<file path="src/design/lfa_pkg.sv">
package lfa_pkg;

   localparam int COUNT_WIDTH     = 32;
   localparam int CSR_INDEX_WIDTH = 1;
   localparam int CSR_DATA_WIDTH  = 16;

   // operation codes
   localparam logic [2:0] OP_PRIMARY_CMD   = 3'd0;
   localparam logic [2:0] OP_BACKUP_CMD    = 3'd1;
   localparam logic [2:0] OP_PRIMARY_READY = 3'd2;
   localparam logic [2:0] OP_PRIMARY_RECV  = 3'd3;
   localparam logic [2:0] OP_PRIMARY_SEND  = 3'd4;
   localparam logic [2:0] OP_TICK          = 3'd5;

   // link status codes
   localparam logic [1:0] STATUS_OK         = 2'd0;
   localparam logic [1:0] STATUS_NO_DATA    = 2'd1;
   localparam logic [1:0] STATUS_SEND_RETRY = 2'd2;

   // event codes
   localparam logic [2:0] EV_NONE         = 3'd0;
   localparam logic [2:0] EV_REJECTED     = 3'd1;
   localparam logic [2:0] EV_CONNECTED    = 3'd2;
   localparam logic [2:0] EV_DISCONNECTED = 3'd3;
   localparam logic [2:0] EV_TO_PRIMARY   = 3'd4;
   localparam logic [2:0] EV_TO_BACKUP    = 3'd5;

   // authority values
   localparam logic AUTH_PRIMARY = 1'b0;
   localparam logic AUTH_BACKUP  = 1'b1;

   // configuration register indexes
   localparam logic [CSR_INDEX_WIDTH-1:0] REG_FALLBACK_TICKS    = 1'd0;
   localparam logic [CSR_INDEX_WIDTH-1:0] REG_RECONNECT_SECONDS = 1'd1;

   localparam logic [15:0] FALLBACK_TICKS_RESET    = 16'd5;
   localparam logic [7:0]  RECONNECT_SECONDS_RESET = 8'd1;

   // counter slots: {reject, link}
   localparam logic [1:0] CNT_PRIMARY_ACCEPT = 2'd0;
   localparam logic [1:0] CNT_BACKUP_ACCEPT  = 2'd1;
   localparam logic [1:0] CNT_PRIMARY_REJECT = 2'd2;
   localparam logic [1:0] CNT_BACKUP_REJECT  = 2'd3;

   typedef struct packed {
      logic [2:0]  operation;
      logic [1:0]  link_status;
      logic [31:0] now_seconds;
      logic [19:0] now_micros;
      logic [15:0] now_base;
   } req_type;

   typedef struct packed {
      logic                   accepted;
      logic                   authority;
      logic                   link_up;
      logic [15:0]            down_ticks;
      logic [2:0]             event_code;
      logic [COUNT_WIDTH-1:0] primary_accepts;
      logic [COUNT_WIDTH-1:0] backup_accepts;
      logic [COUNT_WIDTH-1:0] primary_rejects;
      logic [COUNT_WIDTH-1:0] backup_rejects;
   } rsp_type;

   typedef struct packed {
      logic                        authority;
      logic                        connected;
      logic [15:0]                 down_ticks;
      logic [31:0]                 since_seconds;
      logic [19:0]                 since_micros;
      logic [15:0]                 since_base;
      logic                        since_valid;
      logic [3:0][COUNT_WIDTH-1:0] counts;
   } state_type;

   typedef struct packed {
      logic [15:0] fallback_ticks;
      logic [7:0]  reconnect_seconds;
   } cfg_type;

endpackage

</file>
<file path="src/design/link_failover_authority_unit.sv">
// Command authority arbiter for a primary and a backup command link. Each
// request transaction is one event (command, link ready, receive or send
// status, or scheduler tick) with the current time, and yields exactly one
// response transaction carrying the accept bit, the authority and link
// state after the event, and the four wrapping accept and reject counters.
// An event is evaluated in the cycle it is accepted and its response sits in
// the output register on the next cycle; a new request is taken every cycle
// as long as the response register is empty or being drained, so the block
// sustains one event per clock. The two configuration registers are written
// through the csr_ port and should only change while no transaction is in
// flight.
module link_failover_authority_unit (
   input  logic                                  clock,
   input  logic                                  reset,
   input  logic                                  req_valid,
   output logic                                  req_ready,
   input  lfa_pkg::req_type                      req_payload,
   output logic                                  rsp_valid,
   input  logic                                  rsp_ready,
   output lfa_pkg::rsp_type                      rsp_payload,
   input  logic                                  csr_write,
   input  logic [lfa_pkg::CSR_INDEX_WIDTH-1:0]   csr_index,
   input  logic [lfa_pkg::CSR_DATA_WIDTH-1:0]    csr_wdata
);
   import lfa_pkg::*;

   state_type state_ff;
   state_type state_in;
   cfg_type   cfg_ff;
   cfg_type   cfg_in;
   rsp_type   step_result;
   logic      can_load;
   logic      take;

   assign req_ready = can_load;
   assign take      = req_valid && can_load;

   lfa_step u_step (
      .item   (req_payload),
      .cur    (state_ff),
      .cfg    (cfg_ff),
      .nxt    (state_in),
      .result (step_result)
   );

   lfa_rsp_reg u_rsp (
      .clock       (clock),
      .reset       (reset),
      .load        (take),
      .load_data   (step_result),
      .rsp_valid   (rsp_valid),
      .rsp_ready   (rsp_ready),
      .rsp_payload (rsp_payload),
      .can_load    (can_load)
   );

   always_comb begin
      cfg_in = cfg_ff;
      if (csr_write) begin
         case (csr_index)
            REG_FALLBACK_TICKS:    cfg_in.fallback_ticks    = csr_wdata;
            REG_RECONNECT_SECONDS: cfg_in.reconnect_seconds = csr_wdata[7:0];
            default: begin
            end
         endcase
      end
   end

   always_ff @(posedge clock) begin
      if (reset) begin
         cfg_ff.fallback_ticks    <= FALLBACK_TICKS_RESET;
         cfg_ff.reconnect_seconds <= RECONNECT_SECONDS_RESET;
      end else begin
         cfg_ff <= cfg_in;
      end
   end

   always_ff @(posedge clock) begin
      if (reset) begin
         state_ff <= '0;
      end else if (take) begin
         state_ff <= state_in;
      end
   end

endmodule

</file>
<file path="src/design/lfa_step.sv">
module lfa_step (
   input  lfa_pkg::req_type   item,
   input  lfa_pkg::state_type cur,
   input  lfa_pkg::cfg_type   cfg,
   output lfa_pkg::state_type nxt,
   output lfa_pkg::rsp_type   result
);
   import lfa_pkg::*;

   logic        link_req;
   logic        link_target;
   logic        cmd_link;
   logic        accepted;
   logic [2:0]  event_code;
   logic        earlier;
   logic [31:0] elapsed;
   logic [1:0]  slot;

   always_comb begin
      nxt         = cur;
      accepted    = 1'b0;
      event_code  = EV_NONE;
      link_req    = 1'b0;
      link_target = 1'b0;
      cmd_link    = item.operation[0];
      slot        = CNT_PRIMARY_ACCEPT;
      earlier     = (item.now_seconds < cur.since_seconds) ||
                    ((item.now_seconds == cur.since_seconds) &&
                     (item.now_micros < cur.since_micros));
      elapsed     = item.now_seconds - cur.since_seconds -
                    {31'd0, (item.now_micros < cur.since_micros)};

      case (item.operation)
         OP_PRIMARY_CMD, OP_BACKUP_CMD: begin
            if (cur.authority == cmd_link) begin
               accepted = 1'b1;
               slot     = cmd_link ? CNT_BACKUP_ACCEPT : CNT_PRIMARY_ACCEPT;
            end else begin
               event_code = EV_REJECTED;
               slot       = cmd_link ? CNT_BACKUP_REJECT : CNT_PRIMARY_REJECT;
            end
            nxt.counts[slot] = cur.counts[slot] + COUNT_WIDTH'(1);
         end
         OP_PRIMARY_READY: begin
            link_req    = 1'b1;
            link_target = 1'b1;
         end
         OP_PRIMARY_RECV: begin
            link_req = !(item.link_status inside {STATUS_OK, STATUS_NO_DATA});
         end
         OP_PRIMARY_SEND: begin
            link_req = !(item.link_status inside {STATUS_OK, STATUS_SEND_RETRY});
         end
         OP_TICK: begin
            if (cur.connected) begin
               nxt.down_ticks = 16'd0;
               if (cur.authority == AUTH_BACKUP) begin
                  if (!cur.since_valid || (item.now_base != cur.since_base) || earlier) begin
                     // re-base the connect time and wait again
                     nxt.since_seconds = item.now_seconds;
                     nxt.since_micros  = item.now_micros;
                     nxt.since_base    = item.now_base;
                     nxt.since_valid   = 1'b1;
                  end else if (elapsed >= {24'd0, cfg.reconnect_seconds}) begin
                     nxt.authority = AUTH_PRIMARY;
                     event_code    = EV_TO_PRIMARY;
                  end
               end
            end else begin
               if (cur.down_ticks < cfg.fallback_ticks) begin
                  nxt.down_ticks = cur.down_ticks + 16'd1;
               end
               if ((cur.authority == AUTH_PRIMARY) &&
                   (nxt.down_ticks >= cfg.fallback_ticks)) begin
                  nxt.authority = AUTH_BACKUP;
                  event_code    = EV_TO_BACKUP;
               end
            end
         end
         default: begin
         end
      endcase

      // apply a connection change only when the flag really flips
      if (link_req && (link_target != cur.connected)) begin
         nxt.connected  = link_target;
         nxt.down_ticks = 16'd0;
         if (link_target) begin
            nxt.since_seconds = item.now_seconds;
            nxt.since_micros  = item.now_micros;
            nxt.since_base    = item.now_base;
            nxt.since_valid   = 1'b1;
            event_code        = EV_CONNECTED;
         end else begin
            nxt.since_valid = 1'b0;
            event_code      = EV_DISCONNECTED;
         end
      end
   end

   always_comb begin
      result.accepted        = accepted;
      result.authority       = nxt.authority;
      result.link_up         = nxt.connected;
      result.down_ticks      = nxt.down_ticks;
      result.event_code      = event_code;
      result.primary_accepts = nxt.counts[CNT_PRIMARY_ACCEPT];
      result.backup_accepts  = nxt.counts[CNT_BACKUP_ACCEPT];
      result.primary_rejects = nxt.counts[CNT_PRIMARY_REJECT];
      result.backup_rejects  = nxt.counts[CNT_BACKUP_REJECT];
   end

endmodule

</file>
<file path="src/design/lfa_rsp_reg.sv">
module lfa_rsp_reg (
   input  logic             clock,
   input  logic             reset,
   input  logic             load,
   input  lfa_pkg::rsp_type load_data,
   output logic             rsp_valid,
   input  logic             rsp_ready,
   output lfa_pkg::rsp_type rsp_payload,
   output logic             can_load
);
   import lfa_pkg::*;

   logic    valid_ff;
   logic    valid_in;
   rsp_type data_ff;

   // take a new transaction when empty or when the held one leaves this cycle
   assign can_load = !valid_ff || rsp_ready;
   assign valid_in = load || (valid_ff && !rsp_ready);

   always_ff @(posedge clock) begin
      if (reset) begin
         valid_ff <= 1'b0;
      end else begin
         valid_ff <= valid_in;
      end
   end

   always_ff @(posedge clock) begin
      if (load) begin
         data_ff <= load_data;
      end
   end

   assign rsp_valid   = valid_ff;
   assign rsp_payload = data_ff;

endmodule
</file>
<file path="config.mk">
export PLATFORM = sky130hd
export DESIGN_NAME = link_failover_authority_unit
export DESIGN_NICKNAME = d
export VERILOG_FILES = /design/src/design/lfa_pkg.sv /design/src/design/link_failover_authority_unit.sv /design/src/design/lfa_step.sv /design/src/design/lfa_rsp_reg.sv
export SDC_FILE = /design/constraint.sdc
export NUM_CORES = 1
export LEC_CHECK = 0
export BUFFER_PORTS_ARGS = -buffer_cell sky130_fd_sc_hd__buf_2
export CELL_PAD_IN_SITES_DETAIL_PLACEMENT = 1
export CELL_PAD_IN_SITES_GLOBAL_PLACEMENT = 1
export CORE_MARGIN = 3
export CORE_UTILIZATION = 40
export CTS_BUF_LIST = sky130_fd_sc_hd__clkbuf_8
export CTS_CLUSTER_DIAMETER = 80
export DETAILED_ROUTE_END_ITERATION = 10
export PLACE_DENSITY_LB_ADDON = 0.1
export RECOVER_POWER = 25
export SLEW_MARGIN = 20
export SYNTH_ARGS = -nofsm -noshare
export SYNTH_HDL_FRONTEND = slang
export SYNTH_SLANG_ARGS = --single-unit
</file>
<file path="constraint.sdc">
create_clock -name clock -period 7.7 [get_ports clock]
set_clock_uncertainty 0.05 [all_clocks]
set_input_delay 0.77 -clock clock [delete_from_list [all_inputs] [get_ports clock]]
set_output_delay 0.77 -clock clock [all_outputs]
set_load 0.02 [all_outputs]
</file>
==> impl_results.md <==
- P_int: between 3 and 4 mW
- Area grow syn2layout: 13.5%
- Most frequent CP cell: clkbuf_1
- GPL Wtd Cong: 0.843
- Die height: 238 um
- Synth cell types: 85
- ANT nets after route: 0
- CP Launch Type: primary input
- Largest net degree at the start of global routing: 91
- Fmax: 0.153 GHz
- Min cycle time layout: between 6 and 7 ns
- CTS max path bufs: 3
- IO buf count: roughly 250
- Clock-pin transition on the worst setup and hold timing paths: 0.06 ns
- Detailed-route DRC error count: 0
- Nets: 2787
- First-pass GRT wire length: 99400 um
- Sw Ratio: 0.286
- Post-synth net total: 2584
- Post-synth EDFFs: 150
- Outcome: finished with violations
- Comb pwr share: 0.131
- #FFs+latches synth: slightly below 400
- Register area share after synthesis: 0.433
- Metal3 WL: around 3500 um
- Reg power frac: 0.473
- Area occupied by registers: 9310 um2
- Cts bufs inserted: 74
- Top layer reached by signal wires: met5
- DPL Wire Length: 43500 um
- Kind of critical path: in2reg
- NetSw: roughly 1.4 mW
- Post-layout util: 0.461
- Post-CTS Setup Bufs: 0
- DR iter-0 viols: just over 700
- Routed wire length: 62400 um
- CTS tree: yes
- Post-DP Area: 23100 um2
- Max H-tree Level: 3
- Post-CTS Resized: 0
- Slowest CP cell: clkbuf_1
- Clock Latency Late Sink: 0.65 ns
- Hold buffer count at cts: 0
- Max cap viols: 4
- Maximum net fanout on the critical path: between 80 and 90
- Design Power: between 4 and 5 mW
- Setup TNS Final: 0 ns
- RSZ-0062 raised after global routing: false
- Hold Violations, Final: 0
- Worst EP arrival: 6.83 ns
- Drt via density: 5.35
- Ys async rst share: 0
- Crit path cell chain: clkbuf_1 > clkbuf_1 > a21oi_1
- Wire length on met2: 30100 um
- Die W: 238 um
- Synth Instances: 2331
- Grt total ovfl: 0
- Drt first pass iters: 4
- P_leak: 9.29 nW
- Max incr delay on CP: roughly 2.9 ns
- Vias in the first global route: 18400
- Relative slew slack: -1.80
- CP endpoint kind: flop
- Routed length on met1: 27000 um
- Clk pwr share: 0.396
- Root buffer cell: clkbuf_8
- CORE AREA: 52900 um2
- Initial Util: 0.407
- Routed length per instance: 19.0 um
- Period utilisation layout: 0.851
- Fin area: 24400 um2
- Share of layout cells above drive strength 1: 0.140
- Count of final setup violators: 0
- Min-delay worst type: in2reg
- Worst Path Required: 7.97 ns
- P per Cell Area: 197 nW/um2
- CTS Sinks: 390
- Worst slew pin tran: roughly 4.2 ns
- Die area: 56600 um2
- Yosys warns: 0
- Fillers: 6173
- Count of pins over their slew limit: 279
- Gr usage total: 0.218
- Initial antenna violation count: 14
- Cell Area, Synth: 21500 um2
- Row Count: 84
- Peak VDD IR: 0.000115 V
- Syn avg cell area: 9.22 um2
- Area occupied by multi-input gates: 10900 um2
- Failing checks: capacitance limit, slew limit
- Main synth FF type: dfxtp_1
- I/O Pins: 247
- Routed vias: 17600
## Yosys cell counts (6+ instances only)
cell type	number	area [um2]
a211oi_2	14	175
a31oi_1	24	150
buf_2	11	55.1
nand3_1	36	180
mux2_2	8	90.1
o21ai_0	46	230
nor2_1	297	1110
buf_1	13	48.8
ha_1	156	1950
a21oi_1	278	1390
and2_1	16	100
nand4_1	34	213
nor4_1	12	75.1
xnor2_1	47	412
xor2_1	27	236
dfxtp_1	240	4800
a21o_1	31	233
or4_1	7	52.6
o21bai_1	14	105
or3_1	6	37.5
a21oi_2	6	52.6
mux2i_1	70	701
o211ai_1	8	60.1
nand2b_1	14	87.6
nand2_1	251	942
clkbuf_1	98	368
nor2b_1	11	68.8
o31ai_1	17	128
nor3_1	14	70.1
and3_1	13	81.3
edfxtp_1	150	4500
inv_1	181	679
a211oi_1	47	353
o21a_1	8	60.1
mux4_2	29	653
## power by group through the flow
stage | Combinational (mW) | Sequential (mW) | Clock, mW
3_5_place_dp | 0.640 | 2.31 | 0
2_1_floorplan | 0.373 | 2.36 | 0
4_1_cts | 0.644 | 2.26 | 1.98
5_1_grt | 0.701 | 2.27 | 2.07
3_3_place_gp | 0.623 | 2.30 | 0
6_report | 0.628 | 2.27 | 1.90
## worst max-delay path: cells and delay by family
family          cells  cell delay (ns)
compound gates      1             0.17
buf+inv             2             5.82
## flip-flops by register name (all words and copies together) (netlist names)
signal / count
state_ff: 215
u_rsp.rsp_valid: 1
cfg_ff: 24
u_rsp.rsp_payload: 150
## placed cells by master, fill, tap and decap left out, drive strengths merged, types with 5 or more instances in the layout
cell type  count
nor3          15
buf          170
mux2i         70
or4            7
or2            6
and3          13
mux2           8
nor4          12
a31oi         24
clkbuf       170
o21bai        14
nand4         35
nor2         300
dfxtp        240
nand2        251
a21o          31
ha           156
and2          18
o21a           8
nand3         41
xnor2         49
o31ai         17
nor2b         11
diode          6
nand2b        14
a211oi        61
a21oi        284
or3            6
clkinv        18
o21ai         51
o211ai         8
edfxtp       150
inv          216
xor2          33
mux4          32
nand3b         5
## kinds of logic (layout without fill, tap and decap cells)
group | count (synthesis) | in the layout | share of synthesized area
and+or+nand+nor | 747 | 747 | 0.156
AOI/OAI and AO/OA | 528 | 528 | 0.151
DFF | 390 | 390 | 0.433
buffers and inverters | 316 | 577 | 0.0593
adders and majority gates | 158 | 158 | 0.0927
muxes | 110 | 110 | 0.0708
xor gates and xnor gates | 82 | 82 | 0.0367
other | 0 | 6 | 0
## path summary, 6_finish.rpt
path	start	to	slack, ns	depth (start not counted)
max	reset	cfg_ff[6]$_SDFFE_PP0P_	1.14	3
min	csr_wdata[13]	cfg_ff[21]$_SDFFE_PP0P_	0.32	3
max reg2reg	state_ff[150]$_SDFFE_PP0P_	u_rsp.rsp_payload[130]$_SDFFCE_PP0P_	1.19	29
min reg2reg	cfg_ff[18]$_SDFFE_PP0P_	cfg_ff[18]$_SDFFE_PP0P_	0.40	2
## routing by layer
layer,track usage,vias up
li1,-,8525
met1,0.270,8602
met2,0.378,343
met3,0.0542,104
met4,0.0645,12
met5,0,-
## through the flow
stage	hold slack [ns]	instances	worst slack [ns]
2_1_floorplan	0.386	2331	1.04
3_3_place_gp	0.397	3146	0.811
3_5_place_dp	0.402	3146	0.651
4_1_cts	0.259	3280	1.19
5_1_grt	0.266	3284	0.513
6_report	0.317	3286	1.14
## area by class of cell
cell class | instances | area share
multi-input cells | 1625 | 0.448
flip-flops and latches | 390 | 0.382
repair buffers | 261 | 0.0502
clock buffers | 79 | 0.0446
well taps | 688 | 0.0353
inverters | 182 | 0.0281
clock inverters | 55 | 0.0111
diodes | 6 | 0.000616
Power figures use the tool's default switching activity.
